[src/design/hts_pkg.sv]
// Shared types and constants of the HTML tag/text splitter.
// Holds the entity tables, the bracket codes and the step/result structs.
// No dependencies.
package hts_pkg;

	localparam int NUM_ENT  = 6;
	localparam int MAX_PEND = 5;
	localparam int MAX_RES  = 7;

	localparam logic [15:0] LT_CHAR  = 16'h003C;
	localparam logic [15:0] GT_CHAR  = 16'h003E;
	localparam logic [15:0] AMP_CHAR = 16'h0026;

	// entity spellings, padded with zeros to eight characters
	localparam logic [7:0] ENT_TEXT [NUM_ENT][8] = '{
		'{8'h26, 8'h6E, 8'h62, 8'h73, 8'h70, 8'h3B, 8'h00, 8'h00},  // &nbsp;
		'{8'h26, 8'h6C, 8'h74, 8'h3B, 8'h00, 8'h00, 8'h00, 8'h00},  // &lt;
		'{8'h26, 8'h67, 8'h74, 8'h3B, 8'h00, 8'h00, 8'h00, 8'h00},  // &gt;
		'{8'h26, 8'h71, 8'h75, 8'h6F, 8'h74, 8'h3B, 8'h00, 8'h00},  // &quot;
		'{8'h26, 8'h61, 8'h70, 8'h6F, 8'h73, 8'h3B, 8'h00, 8'h00},  // &apos;
		'{8'h26, 8'h61, 8'h6D, 8'h70, 8'h3B, 8'h00, 8'h00, 8'h00}   // &amp;
	};
	localparam logic [3:0] ENT_LEN [NUM_ENT] = '{4'd6, 4'd4, 4'd4, 4'd6, 4'd6, 4'd5};
	localparam logic [15:0] ENT_VALUE [NUM_ENT] =
		'{16'h0020, 16'h003C, 16'h003E, 16'h0022, 16'h0027, 16'h0026};

	typedef struct packed {
		logic       tag_mode;
		logic       has_chars;
		logic [2:0] count;
	} state_t;

	typedef struct packed {
		logic [15:0] ch;
		logic        tag;
		logic        eoe;
		logic        last;
	} result_t;

	typedef struct packed {
		logic       en;
		logic [2:0] idx;
		logic [7:0] data;
	} pend_wr_t;

endpackage

[src/design/hts_step.sv]
// Per-request decode: entity matching, bracket handling and result assembly.
// Purely combinational; depends on hts_pkg.
module hts_step (
	input  logic                command,
	input  logic [15:0]         code_unit,
	input  hts_pkg::state_t     st,
	input  logic [7:0]          pend [hts_pkg::MAX_PEND],
	output hts_pkg::state_t     st_nxt,
	output hts_pkg::pend_wr_t   pwr,
	output logic [2:0]          res_cnt,
	output hts_pkg::result_t    res [hts_pkg::MAX_RES]
);
	import hts_pkg::*;

	logic             hit;
	logic             full;
	logic [2:0]       ent_idx;
	logic             flush;
	logic [1:0]       ne;
	result_t          ext [2];
	logic [2:0]       nf;
	logic [2:0]       n;

	assign n = st.count;

	// first entity that pending prefix plus this character still spells
	always_comb begin
		logic ok;
		hit = 1'b0;
		full = 1'b0;
		ent_idx = '0;
		for (int e = NUM_ENT - 1; e >= 0; e--) begin
			ok = (({1'b0, n} + 4'd1) <= ENT_LEN[e]);
			for (int i = 0; i < MAX_PEND; i++) begin
				if (i < int'(n) && pend[i] != ENT_TEXT[e][i])
					ok = 1'b0;
			end
			if (code_unit != {8'h00, ENT_TEXT[e][n]})
				ok = 1'b0;
			if (ok) begin
				hit = 1'b1;
				full = (({1'b0, n} + 4'd1) == ENT_LEN[e]);
				ent_idx = 3'(e);
			end
		end
	end

	always_comb begin
		flush = 1'b0;
		ne = 2'd0;
		ext[0] = '0;
		ext[1] = '0;
		st_nxt = st;
		pwr.en = 1'b0;
		pwr.idx = n;
		pwr.data = code_unit[7:0];
		if (command) begin
			flush = 1'b1;
			if (st.has_chars) begin
				ext[0] = '{ch: 16'h0000, tag: st.tag_mode, eoe: 1'b1, last: 1'b0};
				ne = 2'd1;
			end
			st_nxt = '0;
		end else if (code_unit == LT_CHAR) begin
			if (!st.tag_mode) begin
				flush = 1'b1;
				if (st.has_chars) begin
					ext[0] = '{ch: 16'h0000, tag: 1'b0, eoe: 1'b1, last: 1'b0};
					ext[1] = '{ch: LT_CHAR, tag: 1'b1, eoe: 1'b0, last: 1'b0};
					ne = 2'd2;
				end else begin
					ext[0] = '{ch: LT_CHAR, tag: 1'b1, eoe: 1'b0, last: 1'b0};
					ne = 2'd1;
				end
				st_nxt = '{tag_mode: 1'b1, has_chars: 1'b1, count: 3'd0};
			end
		end else if (code_unit == GT_CHAR) begin
			if (st.tag_mode) begin
				flush = 1'b1;
				ext[0] = '{ch: GT_CHAR, tag: 1'b1, eoe: 1'b0, last: 1'b0};
				ext[1] = '{ch: 16'h0000, tag: 1'b1, eoe: 1'b1, last: 1'b0};
				ne = 2'd2;
				st_nxt = '0;
			end
		end else begin
			st_nxt.has_chars = 1'b1;
			if (hit && full) begin
				ext[0] = '{ch: ENT_VALUE[ent_idx], tag: st.tag_mode, eoe: 1'b0, last: 1'b0};
				ne = 2'd1;
				st_nxt.count = 3'd0;
			end else if (hit && int'(n) < MAX_PEND) begin
				pwr.en = 1'b1;
				st_nxt.count = n + 3'd1;
			end else begin
				flush = 1'b1;
				if (code_unit == AMP_CHAR) begin
					pwr.en = 1'b1;
					pwr.idx = 3'd0;
					pwr.data = AMP_CHAR[7:0];
					st_nxt.count = 3'd1;
				end else begin
					ext[0] = '{ch: code_unit, tag: st.tag_mode, eoe: 1'b0, last: 1'b0};
					ne = 2'd1;
					st_nxt.count = 3'd0;
				end
			end
		end
	end

	assign nf = flush ? n : 3'd0;
	assign res_cnt = nf + {1'b0, ne};

	// pending literals first, then the extras, last flag on the final one
	always_comb begin
		logic [2:0] pos;
		for (int j = 0; j < MAX_RES; j++)
			res[j] = '0;
		for (int j = 0; j < MAX_PEND; j++) begin
			if (j < int'(nf))
				res[j] = '{ch: {8'h00, pend[j]}, tag: st.tag_mode, eoe: 1'b0, last: 1'b0};
		end
		for (int k = 0; k < 2; k++) begin
			pos = nf + 3'(k);
			if (k < int'(ne))
				res[pos] = ext[k];
		end
		for (int j = 0; j < MAX_RES; j++)
			res[j].last = (res_cnt != 3'd0) && (3'(j) == res_cnt - 3'd1);
	end

endmodule

[src/design/hts_res_buf.sv]
// Result buffer: loads all results of one request, shifts them out in order.
// Depends on hts_pkg.
module hts_res_buf (
	input  logic              clk,
	input  logic              arst_n,
	input  logic              load,
	input  logic [2:0]        load_cnt,
	input  hts_pkg::result_t  load_res [hts_pkg::MAX_RES],
	output logic              can_load,
	output logic              rsp_valid,
	input  logic              rsp_ready,
	output hts_pkg::result_t  head
);
	import hts_pkg::*;

	logic [2:0] cnt_q;
	result_t    ent_q [MAX_RES];
	logic       take;

	assign rsp_valid = (cnt_q != 3'd0);
	assign take = rsp_valid && rsp_ready;
	// free now, or freed by the last entry leaving at this edge
	assign can_load = (cnt_q == 3'd0) || ((cnt_q == 3'd1) && take);
	assign head = ent_q[0];

	always_ff @(posedge clk or negedge arst_n) begin
		if (!arst_n) begin
			cnt_q <= 3'd0;
		end else if (load) begin
			cnt_q <= load_cnt;
		end else if (take) begin
			cnt_q <= cnt_q - 3'd1;
		end
	end

	always_ff @(posedge clk) begin
		if (load) begin
			ent_q <= load_res;
		end else if (take) begin
			for (int i = 0; i < MAX_RES - 1; i++)
				ent_q[i] <= ent_q[i + 1];
		end
	end

endmodule

[src/design/html_tag_text_splitter_core.sv]
// Top level of the HTML tag/text splitter with entity decoding.
// Instantiates hts_step and hts_res_buf; depends on hts_pkg.
//
//   channel   | handshake              | payload
//   ----------+------------------------+------------------------------------------
//   request   | req_valid / req_ready  | command, code_unit
//   result    | rsp_valid / rsp_ready  | out_char, in_tag, element_end, last_of_run
//
// A request enters the input register; when the buffer can take them, its results
// (zero to seven) load the result buffer in a single step while the element state
// advances. Sustained rate is one request per cycle when each yields at most one
// result and results are not stalled; a request with N results holds the buffer
// until all N are taken, which sets the rate. Reset clears the element state and
// buffers; no clearing pass. Stalls on the result side hold the input register.
module html_tag_text_splitter_core (
	input  logic        clk,
	input  logic        arst_n,
	input  logic        req_valid,
	output logic        req_ready,
	input  logic        command,
	input  logic [15:0] code_unit,
	output logic        rsp_valid,
	input  logic        rsp_ready,
	output logic [15:0] out_char,
	output logic        in_tag,
	output logic        element_end,
	output logic        last_of_run
);
	import hts_pkg::*;

	// input register
	logic        valid_s1;
	logic        command_s1;
	logic [15:0] code_s1;

	// element state: tag flag, has-characters flag, pending prefix length
	state_t      state_q;
	logic [7:0]  pend_q [MAX_PEND];

	state_t      st_nxt;
	pend_wr_t    pwr;
	logic [2:0]  res_cnt;
	result_t     res [MAX_RES];
	logic        can_load;
	logic        fire;
	result_t     head;

	// process the held request once the result buffer can take its results
	assign fire = valid_s1 && can_load;
	assign req_ready = !valid_s1 || fire;

	always_ff @(posedge clk or negedge arst_n) begin
		if (!arst_n) begin
			valid_s1 <= 1'b0;
		end else if (req_valid && req_ready) begin
			valid_s1 <= 1'b1;
		end else if (fire) begin
			valid_s1 <= 1'b0;
		end
	end

	always_ff @(posedge clk) begin
		if (req_valid && req_ready) begin
			command_s1 <= command;
			code_s1 <= code_unit;
		end
	end

	// advance element state only when a request is processed
	always_ff @(posedge clk or negedge arst_n) begin
		if (!arst_n) begin
			state_q <= '0;
		end else if (fire) begin
			state_q <= st_nxt;
		end
	end

	// pending entity characters; only entries below the count are ever read
	always_ff @(posedge clk) begin
		if (fire && pwr.en) begin
			pend_q[pwr.idx] <= pwr.data;
		end
	end

	hts_step u_step (
		.command   (command_s1),
		.code_unit (code_s1),
		.st        (state_q),
		.pend      (pend_q),
		.st_nxt    (st_nxt),
		.pwr       (pwr),
		.res_cnt   (res_cnt),
		.res       (res)
	);

	hts_res_buf u_res_buf (
		.clk       (clk),
		.arst_n    (arst_n),
		.load      (fire),
		.load_cnt  (res_cnt),
		.load_res  (res),
		.can_load  (can_load),
		.rsp_valid (rsp_valid),
		.rsp_ready (rsp_ready),
		.head      (head)
	);

	assign out_char = head.ch;
	assign in_tag = head.tag;
	assign element_end = head.eoe;
	assign last_of_run = head.last;

endmodule

[config.mk]
export PLATFORM = sky130hd
export DESIGN_NAME = html_tag_text_splitter_core
export DESIGN_NICKNAME = d
export VERILOG_FILES = /design/src/design/hts_pkg.sv /design/src/design/hts_step.sv /design/src/design/hts_res_buf.sv /design/src/design/html_tag_text_splitter_core.sv
export SDC_FILE = /design/constraint.sdc
export NUM_CORES = 1
export LEC_CHECK = 0
export BUFFER_PORTS_ARGS = -buffer_cell sky130_fd_sc_hd__clkbuf_2
export CORE_MARGIN = 2
export CORE_UTILIZATION = 60
export CTS_CLUSTER_DIAMETER = 80
export DETAILED_ROUTE_END_ITERATION = 8
export PLACE_DENSITY = 0.78
export SYNTH_ARGS = -nofsm -noshare
export SYNTH_HDL_FRONTEND = slang
export SYNTH_HIERARCHICAL = 1
export SYNTH_SLANG_ARGS = --single-unit
[constraint.sdc]
create_clock -name clk -period 7.1 [get_ports clk]
set_input_delay 1.065 -clock clk [delete_from_list [all_inputs] [get_ports clk]]
set_output_delay 1.065 -clock clk [all_outputs]
set_load 0.02 [all_outputs]
==> results of run 1 <==
==> per-stage QoR <==
step / total power, µW / cells
after floorplan: 3674 / 1035
after global placement: 3863 / 1275
after detailed placement: 3928 / 1275
after CTS: 4932 / 1307
after global routing: 5135 / 1307
final: 4920 / 1307
==> synth_stat cells (8+ instances only) <==
cell	number
nand2b_1	18
mux2_2	54
xnor2_1	9
nand3_1	18
a221o_1	8
nor2b_1	13
buf_6	11
nor4_1	12
nor2_1	146
buf_4	21
a21oi_1	30
and2_1	9
mux2_4	66
mux2i_1	19
ha_1	13
a31oi_1	10
or2_2	9
dfrtp_1	9
a22oi_1	17
clkbuf_1	29
o21ai_0	23
buf_2	24
nor3_1	26
inv_1	16
or3_1	11
nand2_1	65
edfxtp_1	190
==> cell type report <==
class	instances	share of cell area [%]
sequential	199	46.58
timing repair buffer	61	2.791
inverter	17	0.5404
multi-input combinational	733	42.64
clock inverter	14	1.484
tap	265	2.604
clock buffer	18	3.370
==> cell families after synthesis <==
family                   synth area share (%)
AO/OA/AOI/OAI                           10.50
adder cells (fa/ha/maj)                 1.615
XOR/XNOR                                1.311
buffers and inverters                   4.857
multiplexers                            15.00
flip-flops                              49.72
AND/OR/NAND/NOR                         16.99
==> flip-flops by register name, summed over array words and instances (netlist names) <==
| register | flops |
|---|---|
| command_s1 | 1 |
| pend_q | 40 |
| code_s1 | 16 |
| u_res_buf/cnt_q | 3 |
| state_q | 5 |
| u_res_buf/head | 19 |
| valid_s1 | 1 |
| u_res_buf/ent_q | 114 |
==> routing by layer <==
layer	part of all wire [%]	track usage [%]
met5	0	0
met3	8.8	5.597
met1	42	41.68
met2	46	45.31
met4	3.7	10.79
==> placed cells by master (no fill, tap or decap), drive strengths merged, types with 8 or more instances in the layout <==
| cell | synthesis | final |
|---|---|---|
| a21oi | 31 | 31 |
| a221o | 8 | 8 |
| a22oi | 17 | 17 |
| a31oi | 10 | 10 |
| and2 | 9 | 9 |
| buf | 56 | 20 |
| clkbuf | 30 | 59 |
| dfrtp | 9 | 9 |
| edfxtp | 190 | 190 |
| ha | 13 | 13 |
| inv | 17 | 22 |
| mux2 | 120 | 120 |
| mux2i | 19 | 19 |
| nand2 | 65 | 65 |
| nand2b | 18 | 18 |
| nand3 | 18 | 18 |
| nor2 | 148 | 148 |
| nor2b | 13 | 13 |
| nor3 | 29 | 29 |
| nor3b | 8 | 8 |
| nor4 | 13 | 13 |
| nor4b | 8 | 8 |
| o21ai | 27 | 27 |
| or2 | 11 | 11 |
| or3 | 11 | 11 |
| xnor2 | 9 | 9 |
| xor2 | 8 | 8 |
==> final timing paths <==
path | start | endpoint | slack [ns] | cells after the start
hold reg to reg | u_res_buf/ent_q[39]$_DFFE_PP_ | u_res_buf/ent_q[58]$_DFFE_PP_ | 0.55 | 1
setup / recovery | state_q[2]$_DFFE_PN0P_ | u_res_buf/head[9]$_DFFE_PP_ | 1.19 | 17
setup reg to reg | state_q[2]$_DFFE_PN0P_ | u_res_buf/head[9]$_DFFE_PP_ | 1.19 | 17
max in group asynchronous | arst_n | state_q[1]$_DFFE_PN0P_ | 6.29 | 1
min in group clk | u_res_buf/ent_q[39]$_DFFE_PP_ | u_res_buf/ent_q[58]$_DFFE_PP_ | 0.55 | 1
hold / removal | arst_n | state_q[4]$_DFFE_PN0P_ | 0.53 | 1
==> worst reg2reg max path, delay by kind of cell (launching register included) <==
family	cells	cell delay (ns)
mux	1	0.26
compound gates	5	1.18
fa+ha+maj	1	0.32
xor+xnor	1	0.47
simple gates	7	2.26
buf+inv	2	0.49
flops	1	0.67
==> power by group through the flow <==
stage	logic, µW	registers (µW)	clock network [µW]
floorplan	1530	2140	0
global placement	1680	2180	0
detailed placement	1720	2210	0
CTS	1730	2190	1020
global route	1840	2220	1070
finish	1730	2180	1010
==> metrics.txt, run 1 <==
row count=between 50 and 60; count of pins over their slew limit=0; final instance area=12,730 µm²; H-tree Lvls=4; largest buffer count on any clock path=2; power per cell area=386.4 nW/µm²; Synth area leaders=edfxtp_1 48%, mux2_4 8.3%, mux2_2 5.1%; Syn Nets=1,070; CORE AREA=slightly below 20,000 µm²; Die Ht=145.0 µm; largest stage delay on the critical path=between 0.7 and 0.8 ns; dominant cell type by area after synthesis=edfxtp_1; FF/Latch Area=5931 µm²; final hold viol count=0; Setup-failing EPs final=0; DRC Markers=0; sequential share of power=44.4%; setup bufs post-CTS=0; TritonCTS Buffers=17; dominant synthesized flop cell=edfxtp_1; synthesized area per cell=11.52 µm²; Worst EP required=about 7.3 ns; Vias=8,623; layout cells sized above 1=23.99%; yosys warns=6; latest clock arrival within the worst-skew pair=around 0.44 ns; Worst VDD drop=242.8 µV; drt wl/cell=23.75 µm; Synth Cell Area=11,930 µm²; #FFs+latches synth=199; clock sinks=199; Layout area overhead=6.756%; top cell type's share of synthesized area=47.83%; critical path class=flop to flop; Filler cells=roughly 1.4k; post-place setup slack=approximately 1.4 ns; Final Util=65.43%; grt ovf=0; crit-path max FO=32; final period utilization=83.21%; worst setup margin=between 1 and 1.5 ns; vias in the first global route=approximately 8k; CP max stage cell=nor4_1; initial antenna violation count=0; area of the multi-input gates=5429 µm²; Max Freq=about 0.17 GHz; drt initial violations=1,245; status=completed; cell family with most CP delay=simple AND/OR/NAND/NOR gates; DP Wirelength=22,010 µm; Worst slew margin=17.25%; I/O pin total=42; Global Route Usage Sum=between 20 and 30%; setup TNS=0 ns; Vias/cell=6.598; Sw Ratio=32.36%; largest net degree at the start of global routing=85; CTS resizes=0; total net switching power=1592 µW; ant diodes=0; CP bufs+invs=2; HP Class=primary input to asynchronous set/reset pin; EDFF count, synth=190; crit path cell chain=buf_4 -> nand2b_1 -> nor3b_1 -> a311oi_1 -> nor4_1 -> o21ai_1 -> a221oi_2 -> o211ai_2 -> a21oi_4 -> nand2b_1 -> inv_1 -> ha_1 -> xnor2_1 -> nand3b_1 -> nor2_1 -> nor2_1 -> mux2_4; minimum clock period=~5.9 ns; Final Wtd Congestion=0.9715; Async SR Flop Fraction=4.523%; Crit. End Element=flop; nets=1,064; final hold slack=0.5273 ns; ANT nets after route=0; Comb pwr share=35.1%; Clock Power Share=20.5%; Post-Place Cell Area=12,120 µm²; Die ar.=21,020 µm²; Cells after Synth=1,035; chip width=~140 µm; routed wire length=around 31,000 µm; first-pass iteration count of the detailed router=5; CTS tree=yes; initial core utilization=61.29%; number of max-cap violations=0; RSZ-0062 raised after global routing=false; number of unique standard cell types used by synthesis=93; global-route wire length before repair=around 47,000 µm; Leak Pwr=about 0.0047 µW; Setup crit start kind=flop; crit path DAT=just over 6 ns; input/output buffers=41; clk root buf=clkbuf_16; Seq/Total Area, Yosys=roughly 50%; Setup Skew=0.01257 ns; cell internal pwr=3328 µW; Worst-path clk slew=0.08 ns; CTS Hold Bufs=0; worst slew pin tran=between 1 and 1.5 ns
No activity file was read; power rests on OpenSTA's default activity.
==> inputs of run 2 (changes only) <==
ABC_AREA = 1   (was not set)
clock period = 6 ns   (was 7.1 ns; I/O delays follow)
==> metrics.txt, run 2 <==
largest buffer count on any clock path=2 (unchanged); dominant cell type by area after synthesis=edfxtp_1; Final Wtd Congestion=0.9773 (+0.60%); Global Route Usage Sum=30.54% (+1.2 points); setup bufs post-CTS=0 (unchanged); crit-path max FO=32 (unchanged); most frequent cells after synthesis=693 x nand2_1, 190 x edfxtp_1, 171 x nor2_1, 127 x inv_1, 73 x nand3_1; clock sinks=199 (unchanged); Setup Skew=0.008456 ns (-0.004111 ns); input/output buffers=41 (unchanged); Synth area leaders=edfxtp_1 48%, nand2_1 22%, nor2_1 5.4%; CTS tree=yes; Vias/cell=5.499 (-17%); Final Util=64.98% (-0.44 points); CTS Hold Bufs=0 (unchanged); power per cell area=425.7 nW/µm² (+10%); largest stage delay on the critical path=0.40 ns (-0.37 ns); status=completed; ant diodes=0 (unchanged); clk root buf=clkbuf_16; worst slew pin tran=0.8837 ns (-0.3576 ns); fin cells=1,813 (+39%); initial antenna violation count=2 (+2); Synth Cell Area=11,810 µm² (-0.95%); area of the multi-input gates=4908 µm² (-9.6%); TritonCTS Buffers=17 (unchanged); Async SR Flop Fraction=4.523% (unchanged); DRC Markers=0 (unchanged); Worst slew margin=41.09% (+24 points); count of pins over their slew limit=0 (unchanged); placed instance count=1,781 (+40%); top layer in use=met5; largest net degree at the start of global routing=90 (+5.9%); first-pass iteration count of the detailed router=6 (+1); Worst EP required=6.20 ns (-1.09 ns); row count=51 (unchanged); grt ovf=0 (unchanged); ANT nets after route=0 (unchanged); Vias=9,970 (+16%); critical path class=flop to flop; final period utilization=89.74% (+6.5 points); post-place setup slack=0.7907 ns (-0.5991 ns); number of max-cap violations=0 (unchanged); most used cell, CP=nand2_1; DP Wirelength=21,920 µm (-0.41%); met3 routed WL=3030 µm (+11%); Worst-path clk slew=0.08 ns (about the same); crit path DAT=5.58 ns (-0.52 ns); Leak Pwr=0.005800 µW (+24%); Crit. End Element=flop; layout cells sized above 1=8.915% (-15 points); Seq/Total Area, Yosys=50.20% (+0.48 points); HP Class=primary input to asynchronous set/reset pin; synthesized area per cell=7.666 µm² (-33%); latest clock arrival within the worst-skew pair=0.45 ns (about the same); Cells after Synth=1,541 (+49%); top-count cell post-synth=nand2_1; CORE AREA=19,400 µm² (-0.33%); worst setup margin=0.6158 ns (-0.5764 ns); wl on met1=12,820 µm (-1.5%); global-route wire length before repair=47,800 µm (+1.2%); initial core utilization=60.90% (-0.39 points); final hold viol count=0 (unchanged); EDFF count, synth=190 (unchanged); #FFs+latches synth=199 (unchanged); Setup-failing EPs final=0 (unchanged); FF/Latch Area=5931 µm² (unchanged); routed wire length=30,750 µm (-0.96%); Layout area overhead=6.704% (about the same); CTS resizes=0 (unchanged); drt wl/cell=16.96 µm (-29%); RSZ-0062 raised after global routing=false; number of unique standard cell types used by synthesis=42 (-55%); I/O pin total=42 (unchanged); Die Ht=144.3 µm (-0.47%); dominant synthesized flop cell=edfxtp_1; yosys warns=6 (unchanged); vias in the first global route=8,955 (+11%); Setup crit start kind=flop; metal2 WL=13,920 µm (-1.8%); Worst VDD drop=414.0 µV (+71%); Largest register FFs=114 (unchanged); Syn Nets=1,576 (+47%); setup TNS=0 ns (unchanged); drt initial violations=1,217 (-2.2%); nets=1,570 (+48%); chip width=144.3 µm (-0.47%); minimum clock period=5.384 ns (-0.5236 ns); Die ar.=20,830 µm² (-0.93%); CP max stage cell=ha_1; top cell type's share of synthesized area=48.29% (+0.46 points); most common cell after layout, fill and taps aside=nand2_1; Filler cells=1,693 (+22%); Max Freq=0.1857 GHz (+9.7%); Biggest register=u_res_buf/ent_q; H-tree Lvls=4 (unchanged); most frequent cells in the layout=692 x nand2_1, 190 x edfxtp_1, 171 x nor2_1, 127 x inv_1, 73 x nand3_1
[run 2: cell count changes after synthesis, moves of 19 or more]
cell     before  now
nand2_1      65  693
inv_1        16  127
mux2_4       66    0
nand3_1      18   73
mux2_2       54    0
o21ai_0      23   51
nor2_1      146  171
mux2i_1      19    0
[run 2: path summary, 6_finish.rpt]
check	startpoint	to	slack (ns)	cells past startpoint
worst max-delay path	state_q[2]$_DFFE_PN0P_	u_res_buf/ent_q[80]$_DFFE_PP_	0.62	30
max in group asynchronous	arst_n	state_q[2]$_DFFE_PN0P_	5.49	1
min in group clk	u_res_buf/ent_q[85]$_DFFE_PP_	u_res_buf/ent_q[104]$_DFFE_PP_	0.51	2
worst max register to register	state_q[2]$_DFFE_PN0P_	u_res_buf/ent_q[80]$_DFFE_PP_	0.62	30
worst min register to register	u_res_buf/ent_q[85]$_DFFE_PP_	u_res_buf/ent_q[104]$_DFFE_PP_	0.51	2
worst min-delay path	arst_n	state_q[0]$_DFFE_PN0P_	0.31	1
[run 2: critical path, delay by kind of cell, from the launching register on]
| kind | cells | cell delay (ns) |
|---|---|---|
| buf+inv | 7 | 1.28 |
| fa+ha+maj | 2 | 0.80 |
| simple gates | 20 | 2.59 |
| flops | 1 | 0.35 |
| compound gates | 1 | 0.08 |
[run 2: cell families after synthesis]
family | Yosys count | synth area share [%]
flip-flops | 199 | 50.20
XOR/XNOR | 5 | 0.4342
AO/OA/AOI/OAI | 99 | 4.639
adder cells (fa/ha/maj) | 14 | 1.546
buffers and inverters | 217 | 8.314
AND/OR/NAND/NOR | 1007 | 34.87
[run 2: where the power goes]
part           internal (µW)  switching (µW)
logic                    404            1260
clock network            567             583
registers               2350             203
total                   3320            2040
[run 2: per-layer routing]
layer,global-route usage [%],up-vias
met5,0,-
met1,42.32,4492
met3,7.351,77
met4,10.68,2
met2,47.34,515
li1,-,4884
[run 2: cell type report]
cell class              count  area share (%)
inverters                 141           4.248
clock buffers              17           3.375
flip-flops and latches    199           47.05
clock inverters            15           1.439
well taps                 265           2.630
repair buffers             51           2.323
multi-input cells        1125           38.94
[run 2: metrics by stage]
step                      power (µW)  area [µm²]  hold WS, ns
after floorplan                 3886       11810       0.4874
after global placement          4190       12000       0.4906
after detailed placement        4245       12000       0.4939
after CTS                       5384       12610       0.3081
after global routing            5727       12610       0.3124
final                           5367       12610       0.3068
==> inputs of run 3 (changes only) <==
PLACE_DENSITY = 0.83   (was 0.78)
==> metrics.txt, run 3 (synthesized netlist as in run 2, its figures left out) <==
Vias/cell=5.597 (+1.8%); Worst EP required=6.21 ns (about the same); routed wire length=31,410 µm (+2.1%); number of max-cap violations=0 (unchanged); latest clock arrival within the worst-skew pair=0.45 ns (about the same); CTS Hold Bufs=0 (unchanged); Worst VDD drop=406.5 µV (-1.8%); worst slew pin tran=0.8871 ns (+0.003473 ns); largest net degree at the start of global routing=92 (+2.2%); Global Route Usage Sum=30.97% (+0.43 points); final hold viol count=0 (unchanged); Biggest register=u_res_buf/ent_q; CORE AREA=19,400 µm² (unchanged); final period utilization=91.54% (+1.8 points); HP Class=primary input to asynchronous set/reset pin; H-tree Lvls=4 (unchanged); status=completed; Setup crit start kind=flop; count of pins over their slew limit=0 (unchanged); most frequent cells in the layout=692 x nand2_1, 190 x edfxtp_1, 171 x nor2_1, 127 x inv_1, 73 x nand3_1; Worst-path clk slew=0.08 ns (about the same); Layout area overhead=6.810% (about the same); CP max stage cell=dfrtp_1; most used cell, CP=nand2_1; TritonCTS Buffers=17 (unchanged); Die ar.=20,830 µm² (unchanged); Filler cells=1,693 (unchanged); Die Ht=144.3 µm (unchanged); power per cell area=426.7 nW/µm² (+0.22%); vias in the first global route=8,911 (-0.49%); Setup Skew=0.01142 ns (+0.002967 ns); CTS resizes=0 (unchanged); ant diodes=0 (unchanged); first-pass iteration count of the detailed router=6 (unchanged); Leak Pwr=0.005809 µW (+0.15%); drt initial violations=1,269 (+4.3%); critical path class=flop to flop; setup bufs post-CTS=0 (unchanged); RSZ-0062 raised after global routing=false; row count=51 (unchanged); drt wl/cell=17.30 µm (+2.0%); initial core utilization=60.90% (unchanged); DRC Markers=0 (unchanged); clk root buf=clkbuf_16; post-place setup slack=0.7120 ns (-0.07867 ns); largest stage delay on the critical path=0.78 ns (+0.38 ns); Largest register FFs=114 (unchanged); grt ovf=0 (unchanged); minimum clock period=5.493 ns (+0.1085 ns); DP Wirelength=22,360 µm (+2.0%); ANT nets after route=0 (unchanged); Pwr Total=5384 µW (+0.32%); layout cells sized above 1=9.032% (+0.12 points); worst setup margin=0.5074 ns (-0.1085 ns); chip width=144.3 µm (unchanged); setup TNS=0 ns (unchanged); clock sinks=199 (unchanged); Final Wtd Congestion=0.9825 (+0.53%); Vias=10.16k (+1.9%); input/output buffers=41 (unchanged); initial antenna violation count=0 (-2); Crit. End Element=flop; I/O pin total=42 (unchanged); Worst slew margin=40.64% (-0.45 points); global-route wire length before repair=48,330 µm (+1.1%); CTS tree=yes; crit path DAT=5.70 ns (+0.12 ns); Setup-failing EPs final=0 (unchanged); Max Freq=0.1821 GHz (-2.0%); most common cell after layout, fill and taps aside=nand2_1; Final Util=65.05% (about the same); nets=1,572 (+0.13%); crit-path max FO=17 (-47%); largest buffer count on any clock path=2 (unchanged)
run 3: area by class of cell:
class	instances	area [µm²]	area share [%]
Inverter	141	535.5	4.244
Clock inverter	15	178.9	1.418
Sequential cell	199	5931	47.00
Multi-Input combinational cell	1125	4908	38.90
Clock buffer	17	425.4	3.371
Timing Repair Buffer	53	307.8	2.439
Tap cell	265	331.6	2.628
run 3: final timing paths:
check,start,end,slack [ns],depth (start not counted)
setup / recovery,state_q[1]$_DFFE_PN0P_,u_res_buf/ent_q[79]$_DFFE_PP_,0.51,28
min in group clk,u_res_buf/ent_q[40]$_DFFE_PP_,u_res_buf/ent_q[59]$_DFFE_PP_,0.51,2
setup reg to reg,state_q[1]$_DFFE_PN0P_,u_res_buf/ent_q[79]$_DFFE_PP_,0.51,28
hold / removal,arst_n,state_q[0]$_DFFE_PN0P_,0.30,1
hold reg to reg,u_res_buf/ent_q[40]$_DFFE_PP_,u_res_buf/ent_q[59]$_DFFE_PP_,0.51,2
max in group asynchronous,arst_n,state_q[1]$_DFFE_PN0P_,5.50,1
run 3: layer usage:
| metal | track usage (%) | wire length [µm] | vias up |
|---|---|---|---|
| met1 | 43.90 | 13270 | 4630 |
| met2 | 48.22 | 14320 | 547 |
| li1 | - | - | 4898 |
| met5 | 0 | 0 | - |
| met4 | 11.85 | 1070 | 0 |
| met3 | 5.000 | 2750 | 83 |
run 3: power breakdown:
group / leakage (µW) / total (µW) / switching [µW] / internal, µW
sequential: 0.00198 / 2540 / 187 / 2350
clock: 0.000293 / 1150 / 588 / 565
combinational: 0.00354 / 1690 / 1280 / 412
total: 0.00581 / 5380 / 2060 / 3330
run 3: per-stage QoR:
| step | hold slack (ns) | area (µm²) | instances |
|---|---|---|---|
| floorplan | 0.4874 | 11810 | 1541 |
| global placement | 0.4908 | 12010 | 1783 |
| detailed placement | 0.4942 | 12010 | 1783 |
| CTS | 0.2988 | 12620 | 1815 |
| global route | 0.3068 | 12620 | 1815 |
| finish | 0.2979 | 12620 | 1815 |
run 3: critical path, delay by kind of cell (launching register included):
| kind | cells | cell delay, ns |
|---|---|---|
| adders and majority gates | 2 | 0.69 |
| buffers and inverters | 5 | 0.84 |
| DFF | 1 | 0.78 |
| and+or+nand+nor | 20 | 2.83 |
| AOI/OAI and AO/OA | 1 | 0.09 |
